**src/usgsp_pkg.sv**
```systemverilog
// ----------------------------------------------------------------------------
// usgsp_pkg
// Shared constants for the upsampling-gradient sum pool: register map,
// register widths and reset values, fixed plane limits.
// ----------------------------------------------------------------------------
package usgsp_pkg;

    // APB register map
    localparam int PADDR_W = 4;
    localparam int PDATA_W = 32;

    typedef enum logic [1:0] {
        REG_SCALE        = 2'd0,
        REG_SMALL_WIDTH  = 2'd1,
        REG_SMALL_HEIGHT = 2'd2
    } reg_idx_t;

    // register field widths
    localparam int SCALE_REG_W  = 4;
    localparam int WIDTH_REG_W  = 11;
    localparam int HEIGHT_REG_W = 13;

    // register reset values
    localparam logic [SCALE_REG_W-1:0]  SCALE_RST  = 4'd2;
    localparam logic [WIDTH_REG_W-1:0]  WIDTH_RST  = 11'd64;
    localparam logic [HEIGHT_REG_W-1:0] HEIGHT_RST = 13'd64;

    // reduced plane height limit and row counter width
    localparam int MAX_SMALL_HEIGHT = 4096;
    localparam int ROW_W            = 12;
    localparam int HGT_W            = 13;

    // result queue depth
    localparam int OUT_QUEUE_DEPTH = 4;

endpackage

```
**src/usgsp_out_queue.sv**
```systemverilog
// ----------------------------------------------------------------------------
// usgsp_out_queue
// Small FIFO that decouples finished window sums from the output channel.
// ----------------------------------------------------------------------------
module usgsp_out_queue #(
    parameter int WIDTH = 24,
    parameter int DEPTH = 4
) (
    input  logic                         clk,
    input  logic                         rst_n,
    input  logic                         push,
    input  logic [WIDTH-1:0]             push_data,
    input  logic                         pop,
    output logic                         not_empty,
    output logic [WIDTH-1:0]             head_data,
    output logic [$clog2(DEPTH+1)-1:0]   count
);
    import usgsp_pkg::*;

    localparam int PTR_W = (DEPTH > 1) ? $clog2(DEPTH) : 1;
    localparam int CNT_W = $clog2(DEPTH+1);

    logic [WIDTH-1:0] entry_mem [DEPTH];
    logic [PTR_W-1:0] wr_ptr_reg, wr_ptr_next;
    logic [PTR_W-1:0] rd_ptr_reg, rd_ptr_next;
    logic [CNT_W-1:0] count_reg, count_next;

    function automatic logic [PTR_W-1:0] ptr_inc(input logic [PTR_W-1:0] p);
        logic [PTR_W-1:0] r;
        if (32'(p) == DEPTH - 1)
            r = '0;
        else
            r = p + PTR_W'(1);
        return r;
    endfunction

    always_comb
    begin
        wr_ptr_next = push ? ptr_inc(wr_ptr_reg) : wr_ptr_reg;
        rd_ptr_next = pop ? ptr_inc(rd_ptr_reg) : rd_ptr_reg;
        count_next  = count_reg + CNT_W'(push) - CNT_W'(pop);
    end

    always_ff @(posedge clk or negedge rst_n)
    begin
        if (!rst_n)
        begin
            wr_ptr_reg <= '0;
            rd_ptr_reg <= '0;
            count_reg  <= '0;
        end
        else
        begin
            wr_ptr_reg <= wr_ptr_next;
            rd_ptr_reg <= rd_ptr_next;
            count_reg  <= count_next;
        end
    end

    always_ff @(posedge clk)
    begin
        if (push)
            entry_mem[wr_ptr_reg] <= push_data;
    end

    assign not_empty = (count_reg != '0);
    assign head_data = entry_mem[rd_ptr_reg];
    assign count     = count_reg;

endmodule

```
**config.mk**
```make
export PLATFORM = sky130hd
export DESIGN_NAME = usgsp_out_queue
export DESIGN_NICKNAME = d
export VERILOG_FILES = /design/src/usgsp_pkg.sv /design/src/usgsp_out_queue.sv
export SDC_FILE = /design/constraint.sdc
export NUM_CORES = 1
export LEC_CHECK = 0
export BUFFER_PORTS_ARGS = -buffer_cell sky130_fd_sc_hd__buf_2
export CORE_AREA = 4 4 96 116
export CTS_CLUSTER_DIAMETER = 100
export DETAILED_ROUTE_END_ITERATION = 7
export DIE_AREA = 0 0 100 120
export SLEW_MARGIN = 10
export SYNTH_ARGS = -nofsm -noshare
export SYNTH_HDL_FRONTEND = slang
export SYNTH_SLANG_ARGS = --single-unit
```
**constraint.sdc**
```tcl
create_clock -name clk -period 1.5 [get_ports clk]
set_input_delay 0.15 -clock clk [delete_from_list [all_inputs] [get_ports clk]]
set_output_delay 0.15 -clock clk [all_outputs]
set_load 0.05 [all_outputs]
```
==> results of run 1 <==
==> worst max-delay path, cell delays in order (launching register included) <==
cell and delay [ns]:
dfrtp_2 0.46, buf_12 0.17, mux4_2 0.54, buf_6 0.18
==> path summary, 6_finish.rpt <==
kind	startpoint	to	slack, ns	depth (start not counted)
min	push_data[5]	entry_mem[2][5]$_DFFE_PP_	0.03	1
max	rd_ptr_reg[0]$_DFFE_PN0P_	head_data[22]	-0.33	3
min reg2reg	count[2]$_DFF_PN0_	count[2]$_DFF_PN0_	0.51	1
max reg2reg	count[0]$_DFF_PN0_	count[2]$_DFF_PN0_	-0.08	8
min in group asynchronous	rst_n	wr_ptr_reg[1]$_DFFE_PN0P_	0.18	2
max in group asynchronous	rst_n	rd_ptr_reg[0]$_DFFE_PN0P_	1.13	2
==> Yosys cell counts <==
master / number
or3b_2: 1
xnor2_1: 2
buf_12: 2
inv_1: 6
buf_2: 3
mux2_2: 2
buf_6: 1
or3_1: 1
nor2_1: 1
dfrtp_1: 7
ha_1: 7
nand2_1: 1
mux4_2: 18
and2_1: 4
fa_1: 1
mux4_1: 6
edfxtp_1: 96
o21ai_0: 2
==> cell families after synthesis <==
logic type | after synthesis | share of synthesized area, %
XOR/XNOR | 2 | 0.448
AND/OR/NAND/NOR | 8 | 1.21
adder cells (fa/ha/maj) | 8 | 2.75
flip-flops | 103 | 78.1
buffers and inverters | 12 | 2.27
multiplexers | 26 | 15.0
AO/OA/AOI/OAI | 2 | 0.256
==> through the flow <==
stage	area [sq um]	hold WS, ns	TNS, ns	setup slack, ns	instances
floorplan	3920	-0.146	-0.486	-0.289	161
global placement	4470	0.00390	-0.152	-0.0849	348
detailed placement	4470	0.00239	-0.253	-0.116	348
CTS	5090	0.0184	-8.43	-0.387	368
global route	5110	0.0181	-8.75	-0.403	368
finish	5110	0.0298	-7.10	-0.330	368
==> report_power, final <==
part           total [uW]  internal [uW]  leakage, uW  switching [uW]
combinational        5140           2210     0.000673            2930
sequential           3930           3720     0.000962             209
clock                2900           1960     0.000187             944
total               12000           7880      0.00182            4080
==> per-layer routing <==
layer	up-vias	GRT usage [%]	wire length [microns]
li1	816	-	-
met1	933	15.6	2930
met2	42	18.4	3320
met3	8	4.07	321
met4	0	4.04	75
met5	-	0	0
==> what timing repair did <==
| item | in CTS | in global routing |
|---|---|---|
| hold endpoints to repair | 7 | 0 |
| hold buffers | 1 | 0 |
| pin swaps | 3 | 2 |
| endpoints found under the setup margin | 27 | 75 |
| gates resized for setup | 59 | 13 |
| gates cloned | 1 | 1 |
| buffers inserted | 2 | 0 |
==> area by class of cell <==
cell class / instances / area [sq um]
inverter: 6 / 22.5
multi-input combinational: 46 / 793
sequential: 103 / 3060
tap: 126 / 158
timing repair buffer: 71 / 687
clock buffer: 9 / 225
clock inverter: 7 / 159
fill: 779 / 4850
==> run_results.csv, run 1 <==
group,metric,value,unit
status,status,"finished with violations",
status,violations,"negative setup slack",
route,wl_per_cell,18.1,microns
layout,final_nets,273,
clock_tree,clockBufferDepth,2,
worst_setup_path,critPathRequiredTime,1.35,ns
sta,slew-limit-headroom,74.8,%
global_route,grt_pass1_vias,1921,
pwr,p_leak,0.00182,uW
clock_tree,htree_levels,3,
floorplanning,core,9960,sq um
sta,period_minus_slack,1.83,ns
floorplanning,dieArea,12000,sq um
sta,fin_crit_sh,122,%
layout,n_antenna_cell,0,
clock_tree,cts_root_buffer,"clkbuf_16",
pwr,finalPower,12000,uW
global_route,grt-ovfl-total,0,
synthesis,synth_top_area_share,73.6,%
sta,setup_violations,26,
worst_setup_path,crit_fanout,9,
clock_tree,clkLatencyLatePin,0.33,ns
sta,fin_skew,0.00647,ns
sta,rsz0062_at_grt,"yes",
synthesis,ys_seq_area_share,78.1,%
placement,hpwl,4160,microns
sta,setup_slack,-0.330,ns
layout,layout.cells.most_common_list,"edfxtp_1 (96), buf_2 (30), buf_6 (25)",
clock_tree,cts_buffers,9,
synthesis,synth_area,3920,sq um
clock_tree,cts_tree,"built",
clock_tree,path_clk_slew,0.06,ns
placement,place.gp.congestion,0.650,
run,cap_violations,0,
route,drc,0,
placement,io_buffer_count,55,
synthesis,synthDominantAreaCellType,"edfxtp_1",
clock_tree,cts_sinks,103,
synthesis,ys_ff_latch,103,
floorplanning,start_util,39.3,%
layout,largest_register_ff_count,96,
layout,final_common_cell,"edfxtp_1",
route,vias_per_cell,4.89,
synthesis,synthCells,161,
layout,syn2layout_area_growth,30.4,%
synthesis,synth_area_leaders,"edfxtp_1 (74%), mux4_2 (10%), dfrtp_1 (4.5%), mux4_1 (4.0%), ha_1 (2.2%)",
min_path,hold_class,"in2reg",
worst_setup_path,cp.arrival,1.68,ns
global_route,grt_pass1_wl,10500,microns
pwr,peakVddDrop,1.52,mV
floorplanning,die_w,100,microns
route,vias,1799,
route,drt-total-wl,6650,microns
sta,slew_violations,0,
global_route,grt_use_total,11.9,%
floorplanning,rows,40,
layout,final_layout_size_suffix_gt1_share,52.5,%
route,drt_iter0_markers,72,
route,first_pass_iters,3,
sta,tightest_slew,0.378,ns
global_route,grt_max_degree,25,
sta,hold_viol_final,0,
worst_setup_path,worstSetupStartpointType,"flop",
synthesis,syn_area_per_cell,24.3,sq um
worst_setup_path,critPathCaptureType,"output pin",
sta,timing.fmax,546,MHz
pwr,power_density,2340,nW/um^2
route,final_antenna_net_count,0,
floorplanning,die_y,120,microns
global_route,antenna_found_initial,0,
worst_setup_path,path_class,"reg2out",
synthesis,syn_nets,197,
layout,fin_util,51.3,%
floorplanning,ioPinCount,56,
synthesis,ys_warn_count,0,
synthesis,ys_types,18,
No activity file was read; power rests on OpenSTA's default activity.
==> inputs of run 2 (changes only) <==
CELL_PAD_IN_SITES_DETAIL_PLACEMENT = 1   (was not set)
CELL_PAD_IN_SITES_GLOBAL_PLACEMENT = 1   (was not set)
CORE_AREA = 4 4 80 138   (was 4 4 96 116)
DIE_AREA = 0 0 84 142   (was 0 0 100 120)
PLACE_DENSITY_LB_ADDON = 0.1   (was not set)
==> run 2 against run 1 <==
Net effect:
- the run still ends with negative setup slack left
- sequential power hardly changed
- cell count grew 0.54%
- via count grew 1.8%
- core utilization increased by 0.20 points
- global-route usage rose by 1.4 points
- sequential cell count unchanged
- total power decreased by 4.2%
- largest cell class unchanged
- largest power group unchanged
==> run_results.csv, run 2 (same netlist as run 1, synthesis figures left out) <==
group,metric,value,unit
status,violations,"negative setup slack",
global_route,grt_max_degree,25,
clock_tree,cts_sinks,103,
layout,n_antenna_cell,0,
route,final_antenna_net_count,0,
sta,period_minus_slack,1.81,ns
placement,placed_cell_area,4530,sq um
route,wl_per_cell,19.2,microns
worst_setup_path,crit_path_start,"rd_ptr_reg[0]$_DFFE_PN0P_",
placement,hpwl,4920,microns
layout,layout.cells.non_filler,370,
floorplanning,core,9850,sq um
sta,rsz0062_at_grt,"yes",
route,first_pass_iters,3,
pwr,power_density,2260,nW/um^2
sta,timing.fmax,552,MHz
layout,largest_register_ff_count,96,
clock_tree,path_clk_slew,0.06,ns
route,drc,0,
layout,fill_cells,918,
worst_setup_path,critPathCaptureType,"output pin",
placement,place.gp.congestion,0.661,
sta,hold_slack,0.0259,ns
floorplanning,die_y,142,microns
min_path,hold_class,"in2reg",
global_route,grt_util_met2,23.8,%
clock_tree,htree_levels,3,
worst_setup_path,crit_fanout,5,
global_route,grtUsageMet1,15.1,%
route,vias,1832,
min_path,min_from,"push_data[17]",
floorplanning,rows,48,
placement,io_buffer_count,55,
layout,final_layout_size_suffix_gt1_share,52.2,%
sta,hold_viol_final,0,
global_route,grt_pass1_vias,2140,
floorplanning,start_util,39.7,%
floorplanning,die_w,84,microns
placement,dp.cells,350,
sta,fin_skew,0.00366,ns
pwr,peakVddDrop,1.30,mV
global_route,grt-busiest-layer,"met2",
pwr,p_leak,0.00180,uW
clock_tree,cts_buffers,9,
clock_tree,clkLatencyLatePin,0.33,ns
sta,slew_violations,0,
run,cap_violations,0,
floorplanning,ioPinCount,56,
route,vias_per_cell,4.95,
sta,tightest_slew,0.383,ns
global_route,grt-ovfl-total,0,
status,status,"finished with violations",
worst_setup_path,cp.arrival,1.66,ns
clock_tree,cts_root_buffer,"clkbuf_16",
route,drt_iter0_markers,152,
worst_setup_path,r2r-start,"count[0]$_DFF_PN0_",
clock_tree,clockBufferDepth,2,
sta,slew-limit-headroom,74.5,%
global_route,grt_use_total,13.3,%
worst_setup_path,worstSetupStartpointType,"flop",
route,drt-total-wl,7110,microns
global_route,grtUsageMet3,3.71,%
worst_setup_path,path_class,"reg2out",
layout,syn2layout_area_growth,29.5,%
clock_tree,cts_tree,"built",
global_route,grt_pass1_wl,11700,microns
sta,fin_crit_sh,121,%
sta,setup_slack,-0.313,ns
global_route,antenna_found_initial,0,
layout,final_nets,276,
sta,setup_violations,26,
layout,final_common_cell,"edfxtp_1",
layout,fin_area,5070,sq um
layout,layout.cells.most_common_list,"edfxtp_1 (96), buf_2 (30), mux4_2 (24), buf_6 (24), buf_12 (11)",
floorplanning,dieArea,11900,sq um
worst_setup_path,critPathRequiredTime,1.35,ns
-- run 2: changes by cell type in the layout (fill, tap and decap cells not counted), moves of 2 or more --
cell       before  now
clkinv_1        1    3
buf_12          8   11
bufinv_16       5    1
clkinv_4        0    2
-- run 2: final timing paths --
check                                              to  slack, ns  depth (start not counted)
min                        entry_mem[0][17]$_DFFE_PP_       0.03                          1
max                                     head_data[21]      -0.31                          4
min in group asynchronous   rd_ptr_reg[1]$_DFFE_PN0P_       0.18                          2
min reg2reg                        count[2]$_DFF_PN0_       0.51                          1
max reg2reg                        count[2]$_DFF_PN0_      -0.10                          8
max in group asynchronous          count[1]$_DFF_PN0_       1.13                          2
-- run 2: report_power, final --
group	internal, uW	switching (uW)	total, uW
Combinational	2340	2990	5330
Clock	1280	942	2220
Sequential	3720	188	3910
-- run 2: layout make-up --
class | instances | area, sq um | share of cell area (%)
clock inverters | 7 | 63.8 | 1.26
flip-flops and latches | 103 | 3060 | 60.4
multi-input cells | 46 | 792 | 15.6
inverters | 6 | 25.0 | 0.494
well taps | 125 | 156 | 3.08
clock buffers | 9 | 225 | 4.44
repair buffers | 74 | 746 | 14.7
-- run 2: what timing repair did --
action,4_1_cts,5_1_grt
resized for setup,69,2
setup endpoints to repair,51,27
hold endpoints to repair,7,0
hold buffers,1,0
buffers inserted,3,0
pin swaps,4,4
gates cloned,1,0
-- run 2: stage by stage --
stage / total power (uW) / utilization (%) / worst slack (ns) / TNS, ns
2_1_floorplan: 7180 / - / -0.289 / -0.486
3_3_place_gp: 8290 / 46.0 / -0.0753 / -0.156
3_5_place_dp: 8430 / 46.0 / -0.166 / -1.62
4_1_cts: 11600 / 51.4 / -0.337 / -7.89
5_1_grt: 12000 / 51.5 / -0.379 / -8.91
6_report: 11500 / 51.5 / -0.313 / -7.26
-- run 2: routing by layer --
metal  up-vias  share of wire [%]
met5         -                  0
met1       961                 38
met4         0                1.6
met2        43                 56
met3         8                3.8
li1        820                  -
-- run 2: worst max-delay path, stage by stage (launching register included) --
cell and delay, ns:
dfrtp_2 0.38, buf_12 0.12, buf_12 0.12, mux4_2 0.53
buf_6 0.18
